===== config.mk =====
export PLATFORM = sky130hd
export DESIGN_NAME = pff_ctrl
export DESIGN_NICKNAME = d
export VERILOG_FILES = /design/src/hdl/pff_pkg.sv /design/src/hdl/pff_ctrl.sv
export SDC_FILE = /design/constraint.sdc
export NUM_CORES = 1
export LEC_CHECK = 0
export BUFFER_PORTS_ARGS = -buffer_cell sky130_fd_sc_hd__buf_4
export CORE_AREA = 2 2 39 41
export CTS_CLUSTER_DIAMETER = 150
export CTS_CLUSTER_SIZE = 40
export DETAILED_ROUTE_END_ITERATION = 12
export DIE_AREA = 0 0 41 43
export GPL_TIMING_DRIVEN = 0
export SYNTH_ARGS = -nofsm -noshare
export SYNTH_HDL_FRONTEND = slang
export SYNTH_SLANG_ARGS = --single-unit

===== constraint.sdc =====
create_clock -name clk -period 2.4 [get_ports clk]
set_input_delay 0.72 -clock clk [delete_from_list [all_inputs] [get_ports clk]]
set_output_delay 0.72 -clock clk [all_outputs]
set_load 0.005 [all_outputs]

===== src/hdl/pff_pkg.sv =====
`timescale 1ns / 1ps
// ----------------------------------------------------------------------------
// pff_pkg: shared types and constants for the PCM frame FIFO
// Action codes, register indexes, reset values and controller/datapath buses.
// ----------------------------------------------------------------------------
package pff_pkg;

	localparam int RING_DEPTH_DFLT = 8192;
	localparam int GAIN_FRAC_DFLT  = 12;

	localparam int SAMPLE_W = 16;
	localparam int GAIN_W   = 16;
	localparam int BYTES_W  = 32;
	localparam int URUN_W   = 32;
	localparam int FILL_W   = 14;
	localparam int CFG_W    = 32;
	localparam int CFG_IDX_W = 2;

	localparam logic [GAIN_W-1:0] GAIN_RESET = 16'd4096;

	// request actions
	localparam logic [1:0] ACT_PUSH    = 2'd0;
	localparam logic [1:0] ACT_PULL    = 2'd1;
	localparam logic [1:0] ACT_RESTART = 2'd2;

	// register indexes
	localparam logic [CFG_IDX_W-1:0] REG_MONO   = 2'd0;
	localparam logic [CFG_IDX_W-1:0] REG_GAIN   = 2'd1;
	localparam logic [CFG_IDX_W-1:0] REG_STREAM = 2'd2;

	typedef struct packed {
		logic push;
		logic pull;
		logic restart;
		logic mul;
		logic load;
	} ctrl_cmd_t;

	typedef struct packed {
		logic out_free;
		logic out_valid;
	} dp_stat_t;

endpackage


===== src/hdl/pff_ctrl.sv =====
`timescale 1ns / 1ps
// ----------------------------------------------------------------------------
// pff_ctrl: request sequencer
// Takes requests, issues push/pull/restart commands and steps a pull through
// the multiply and saturate stages into the output register.
// ----------------------------------------------------------------------------
module pff_ctrl (
	input  logic                 clk,
	input  logic                 arst_n,
	input  logic                 in_valid,
	output logic                 in_ready,
	input  logic [1:0]           action,
	output pff_pkg::ctrl_cmd_t   cmd,
	input  pff_pkg::dp_stat_t    stat
);
	import pff_pkg::*;

	localparam logic [1:0] ST_IDLE = 2'd0;
	localparam logic [1:0] ST_MULT = 2'd1;
	localparam logic [1:0] ST_SAT  = 2'd2;

	logic [1:0] state_q;
	logic [1:0] state_d;
	logic       take;

	assign in_ready = (state_q == ST_IDLE);
	assign take     = in_valid && in_ready;

	always_comb begin
		cmd.push    = take && (action == ACT_PUSH);
		cmd.pull    = take && (action == ACT_PULL);
		cmd.restart = take && (action == ACT_RESTART);
		cmd.mul     = (state_q == ST_MULT);
		cmd.load    = (state_q == ST_SAT) && stat.out_free;
	end

	always_comb begin
		state_d = state_q;
		unique case (state_q)
			ST_IDLE: begin
				if (cmd.pull) state_d = ST_MULT;
			end
			ST_MULT: state_d = ST_SAT;
			ST_SAT: begin
				if (stat.out_free) state_d = ST_IDLE;
			end
			default: state_d = ST_IDLE;
		endcase
	end

	always_ff @(posedge clk or negedge arst_n) begin
		if (!arst_n) state_q <= ST_IDLE;
		else state_q <= state_d;
	end

`ifndef SYNTHESIS
	a_pull_to_mult: assert property (@(posedge clk) disable iff (!arst_n)
		cmd.pull |=> state_q == ST_MULT)
		else $error("pull did not enter multiply stage");
	a_no_take_busy: assert property (@(posedge clk) disable iff (!arst_n)
		state_q == ST_MULT |=> state_q == ST_SAT && !in_ready)
		else $error("multiply stage not followed by saturate stage");
	a_load_sets_valid: assert property (@(posedge clk) disable iff (!arst_n)
		cmd.load |=> stat.out_valid && state_q == ST_IDLE)
		else $error("result load lost");
`endif

endmodule


==> impl_results.md, run 1 <==
* Fin crit share at 0.799
* Max-Cap Viols at 0
* Largest net degree at the start of global routing at 6
* Max Freq at 0.521 GHz
* FF+latch count, synth at 2
* GR Util All Layers at 0.0503
* First-pass GRT wire length at 524 um
* Clock share of power at 0.524
* Crit start category: primary input
* Synth Cell Area at 129 um^2
* Most common cell after layout, fill and taps aside: buf_4
* CTS tree: yes
* Cell Rows at 14
* Syn nets at 18
* Largest register FFs at 2
* Layout cells sized above 1 at 0.640
* Fill cells at 149
* Global route overflow at 0
* Final-stage net count at 34
* Register area share after synthesis at 0.388
* Root Buffer: clkbuf_4
* Final setup vio count at 0
* Largest buffer count on any clock path at 2
* Post-DRT Antenna Nets at 0
* Hold WS at 0.277 ns
* # hold bufs at CTS at 0
* Core Footprint at 1380 um^2
* Initial antenna violation count at 0
* Gpl congestion at 0.561
* Commonest non-fill, non-tap cells in the layout: buf_4, and4b_1, clkbuf_4
* CTS clk-pin slew, worst paths at 0.03 ns
* WP data arrival at 1.20 ns
* Antenna diodes at 0
* Setup crit end kind: output pin
* Crit path max fanout at 4
* Die span in y at 43 um
* DR iter-0 viols at 1
* Die Wd at 41 um
* Final min period at 1.92 ns
* Net Switching at 0.0000290 W
* Worst skew pair latency at 0.22 ns
* Worst slew pin tran at 0.186 ns
* Leakage dissipation at 0.137 nW
* Worst VDD drop at 116 uV
* Final Hold Viols at 0
* Post-CTS Resized at 0
* Via count at 143
* Area growth from synthesis to layout at 97.1%
* Seq pwr share at 0.279
* Routed WL at 397 um
* Sw frac at 0.211
* Setup CP Type: primary input to output pin
* Ys Warns at 0
* Avg WL per Cell at 9.68 um
* Ports at 13
* Most flop-heavy register: state_q
* Vias per cell at 3.49
* Clock Sinks at 2
* Largest registers: state_q: 2 flops
* Final core utilization at 0.184
* Pre-antenna DRT Iters at 2
* Worst Hold Class: primary input to async pin
* Detail Placement HPWL at 324 um
* DRC Markers at 0
* Pwr Total at 0.000138 W
* Worst Path Required at 1.68 ns
* Fin. max-slew vios at 0
* CTS Buf Count at 3
* Number of global-route vias before repair at 138
* Pint at 0.000109 W
* Unrepaired setup endpoints after global routing: false
* R2R depth at 2
* Pwr Density at 542 nW/um^2
* TNS Setup at 0 ns
* Fin Clk Skew at 0.00137 ns
* Avg Inst Size Synth at 11.7 um^2
* Post-CTS setup buffers at 0
* Die area at 1760 um^2
* Comb pwr share at 0.197
* Port buffer count at 11
* Synth unique cells at 8
* Syn Inst Count at 11
* Status: finished clean
* Rel. slew slack at 0.876
* Initial Utilization at 0.0931
* CTS H-tree lvls at 1
-- worst max-delay path, stage by stage --
cell and delay (ns):
buf_4 0.12, and4bb_1 0.26, buf_4 0.11
-- layout make-up --
class | instances | area [um^2] | share of cell area
Clock buffer | 3 | 22.5 | 0.0887
Multi-Input combinational cell | 9 | 78.8 | 0.310
Sequential cell | 2 | 50.0 | 0.197
Timing Repair Buffer | 11 | 82.6 | 0.325
Tap cell | 16 | 20.0 | 0.0788
-- power by group through the flow --
stage | clock (W) | combinational [W] | sequential, W
2_1_floorplan | 0 | 0.00000948 | 0.0000384
3_3_place_gp | 0 | 0.0000270 | 0.0000385
3_5_place_dp | 0 | 0.0000275 | 0.0000387
4_1_cts | 0.0000781 | 0.0000275 | 0.0000383
5_1_grt | 0.0000784 | 0.0000295 | 0.0000389
6_report | 0.0000722 | 0.0000272 | 0.0000384
-- cell families (layout without fill, tap and decap cells) --
group	Yosys count	count (layout)	share of synthesized area
AND/OR/NAND/NOR	9	9	0.612
buffers and inverters	0	14	0
flip-flops	2	2	0.388
-- through the flow --
stage	setup slack, ns	instances	instance area (um^2)
2_1_floorplan	0.704	11	129
3_3_place_gp	0.487	38	231
3_5_place_dp	0.477	38	231
4_1_cts	0.477	41	254
5_1_grt	0.459	41	254
6_report	0.481	41	254
-- Yosys cell counts --
library cell | n | area (um^2)
and3b_2 | 1 | 10.0
and4b_1 | 3 | 30.0
and4bb_1 | 1 | 12.5
dfrtp_1 | 2 | 50.1
nor2_2 | 1 | 6.26
nor2b_1 | 1 | 6.26
nor3b_1 | 1 | 7.51
or2_1 | 1 | 6.26
-- per-layer routing --
metal	part of all wire	wire length, um	global-route usage
met3	0.20	79	0.0419
met5	0	0	0
met1	0.44	176	0.0548
met2	0.34	134	0.0500
met4	0.015	6	0.0600
-- final timing paths --
path | startpoint | endpoint | slack (ns)
worst max-delay path | action[0] | cmd[4] | 0.48
worst min-delay path | arst_n | state_q[1] | 0.28
worst max register to register | state_q[0] | state_q[1] | 1.52
worst min register to register | state_q[0] | state_q[0] | 0.67
max in group asynchronous | arst_n | state_q[0] | 2.03
min in group clk | state_q[0] | state_q[0] | 0.67
No activity file was read; power rests on OpenSTA's default activity.
==> run 2, diff against run 1 <==
Settings changed: ABC_AREA from default to 1.
Clock period 2.4 ns to 1.9 ns, I/O delays scaled along.
==> impl_results.md, run 2 <==
* Post-CTS setup buffers at 0 (unchanged)
* Unrepaired setup endpoints after global routing: false (unchanged)
* Register area share after synthesis at 0.381 (was 0.388)
* Synth top area cells: dfrtp_1, inv_1, nand2_1, nor2_1, nor2_2 (was dfrtp_1, and4b_1, and4bb_1, and3b_2, nor3b_1)
* Largest area contributor in the netlist: dfrtp_1 (unchanged)
* Synth unique cells at 8 (unchanged)
* Via count at 164 (was 143)
* Commonest non-fill, non-tap cells in the layout: buf_4, inv_1, nand2_1, nor2_1, clkbuf_4 (was buf_4, and4b_1, clkbuf_4)
* Largest registers: state_q: 2 flops (unchanged)
* Max-Cap Viols at 0 (unchanged)
* Post-synth top flop: dfrtp_1 (unchanged)
* Die area at 1760 um^2 (unchanged)
* Leakage dissipation at 0.145 nW (was 0.137 nW)
* Global route overflow at 0 (unchanged)
* Core Footprint at 1380 um^2 (unchanged)
* Synth Cell Area at 131 um^2 (was 129 um^2)
* Worst Path Required at 1.33 ns (was 1.68 ns)
* Port buffer count at 11 (unchanged)
* Detail Placement HPWL at 278 um (was 324 um)
* Final setup vio count at 0 (unchanged)
* Register Area at 50.0 um^2 (unchanged)
* Post-synth EDFFs at 0 (unchanged)
* Top cell type's share of synthesized area at 0.381 (was 0.388)
* Post-synth top cells: inv_1, nand2_1, nor2_1 (was and4b_1, dfrtp_1)
* Initial antenna violation count at 0 (unchanged)
* Fin Clk Skew at 0.00143 ns (was 0.00137 ns)
* Max Freq at 0.607 GHz
* Largest register FFs at 2 (unchanged)
* Fin. max-slew vios at 0 (unchanged)
* Final Cell Area at 256 um^2 (was 254 um^2)
* Crit path max fanout at 4 (unchanged)
* Multi-input gate area at 58.8 um^2 (was 78.8 um^2)
* Most common cell after layout, fill and taps aside: buf_4 (unchanged)
* Worst skew pair latency at 0.22 ns (about the same)
* Final core utilization at 0.185 (was 0.184)
* Largest buffer count on any clock path at 2 (unchanged)
* GR Util All Layers at 0.0653 (was 0.0503)
* CTS tree: yes (unchanged)
* Initial Utilization at 0.0949 (was 0.0931)
* Area growth from synthesis to layout at 95.2% (was 97.1%)
* WP data arrival at 1.08 ns (was 1.20 ns)
* Status: finished clean (unchanged)
* Rel. slew slack at 0.885 (was 0.876)
* Fill cells at 158 (was 149)
* First-pass GRT wire length at 621 um (was 524 um)
* Worst Hold Class: primary input to async pin (unchanged)
* Ys async rst share at 1.00 (unchanged)
* Layout cells sized above 1 at 0.486 (was 0.640)
* Placed insts at 48 (was 38)
* Most flop-heavy register: state_q (unchanged)
* Post-CTS Resized at 0 (unchanged)
* Most common cell in the synthesized netlist: inv_1 (was and4b_1)
* Ys Warns at 0 (unchanged)
* CTS clk-pin slew, worst paths at 0.03 ns (about the same)
* Antenna diodes at 0 (unchanged)
* CTS Buf Count at 3 (unchanged)
* Number of global-route vias before repair at 136 (was 138)
* Worst VDD drop at 124 uV (was 116 uV)
* Routed WL at 348 um (was 397 um)
* Clock Sinks at 2 (unchanged)
* Final std cells w/o fill at 51 (was 41)
* Pre-antenna DRT Iters at 2 (unchanged)
* Vias per cell at 3.22 (was 3.49)
* Cell Rows at 14 (unchanged)
* Die span in y at 43 um (unchanged)
* Placed Area at 234 um^2 (was 231 um^2)
* DR iter-0 viols at 1 (unchanged)
* Worst slew pin tran at 0.172 ns (was 0.186 ns)
* Gpl congestion at 0.600 (was 0.561)
* Root Buffer: clkbuf_4 (unchanged)
* Syn Inst Count at 21 (was 11)
* Fin crit share at 0.867
* TNS Setup at 0 ns (unchanged)
* CTS H-tree lvls at 1 (unchanged)
* Largest net degree at the start of global routing at 5 (was 6)
* Die Wd at 41 um (unchanged)
* Hold WS at 0.124 ns (was 0.277 ns)
* FF+latch count, synth at 2 (unchanged)
* Final min period at 1.65 ns
* Setup crit end kind: output pin (unchanged)
* Post-DRT Antenna Nets at 0 (unchanged)
* Ports at 13 (unchanged)
* Setup CP Type: flip-flop to output pin (was primary input to output pin)
* Final-stage net count at 44 (was 34)
* # hold bufs at CTS at 0 (unchanged)
* Pwr Density at 699 nW/um^2 (was 542 nW/um^2)
* Crit start category: flip-flop (was primary input)
* Syn nets at 28 (was 18)
* Avg WL per Cell at 6.82 um (was 9.68 um)
* Avg Inst Size Synth at 6.26 um^2 (was 11.7 um^2)
* Final Hold Viols at 0 (unchanged)
* DRC Markers at 0 (unchanged)
## run 2: cell type report
cell class,count,share of cell area
Clock buffer,3,0.0878
Timing Repair Buffer,11,0.322
Sequential cell,2,0.195
Multi-Input combinational cell,13,0.229
Tap cell,16,0.0780
Inverter,6,0.0878
## run 2: stage by stage
step                total power, W  setup slack, ns
floorplan                0.0000641            0.541
global placement         0.0000857            0.308
detailed placement       0.0000863            0.311
CTS                       0.000188            0.229
global route              0.000203            0.137
finish                    0.000179            0.252
## run 2: path summary, 6_finish.rpt
check | depth (start not counted) | slack [ns] | startpoint | end
max | 4 | 0.25 | state_q[0] | cmd[2]
min | 1 | 0.12 | arst_n | state_q[1]
max reg2reg | 3 | 1.09 | state_q[0] | state_q[0]
min reg2reg | 2 | 0.58 | state_q[1] | state_q[1]
max in group asynchronous | 1 | 1.69 | arst_n | state_q[0]
min in group clk | 2 | 0.58 | state_q[1] | state_q[1]
## run 2: kinds of logic (layout without fill, tap and decap cells)
kind of cell           count (synthesis)  count (layout)  share of synthesized area
flip-flops                             2               2                      0.381
buffers and inverters                  6              20                      0.171
AND/OR/NAND/NOR                       13              13                      0.447
## run 2: worst max-delay path: stages, from the launching register on
cell and delay [ns]:
dfrtp_1 0.39, nor2_2 0.16, nand2_2 0.09, nor2_1 0.10, buf_4 0.12
## run 2: where the power goes
group	leakage (nW)	internal, W	switching [W]
Clock	0.0138	0.0000697	0.0000241
Combinational	0.104	0.0000205	0.0000160
Sequential	0.0270	0.0000457	0.00000317
Total	0.145	0.000136	0.0000433
## run 2: routing by layer
layer  share of wire  global-route usage  up-vias
met5               0                   0        -
met3            0.23              0.0785        0
met2            0.31              0.0469       12
met4               0              0.0800        0
li1                -                   -       88
met1            0.45              0.0740       64
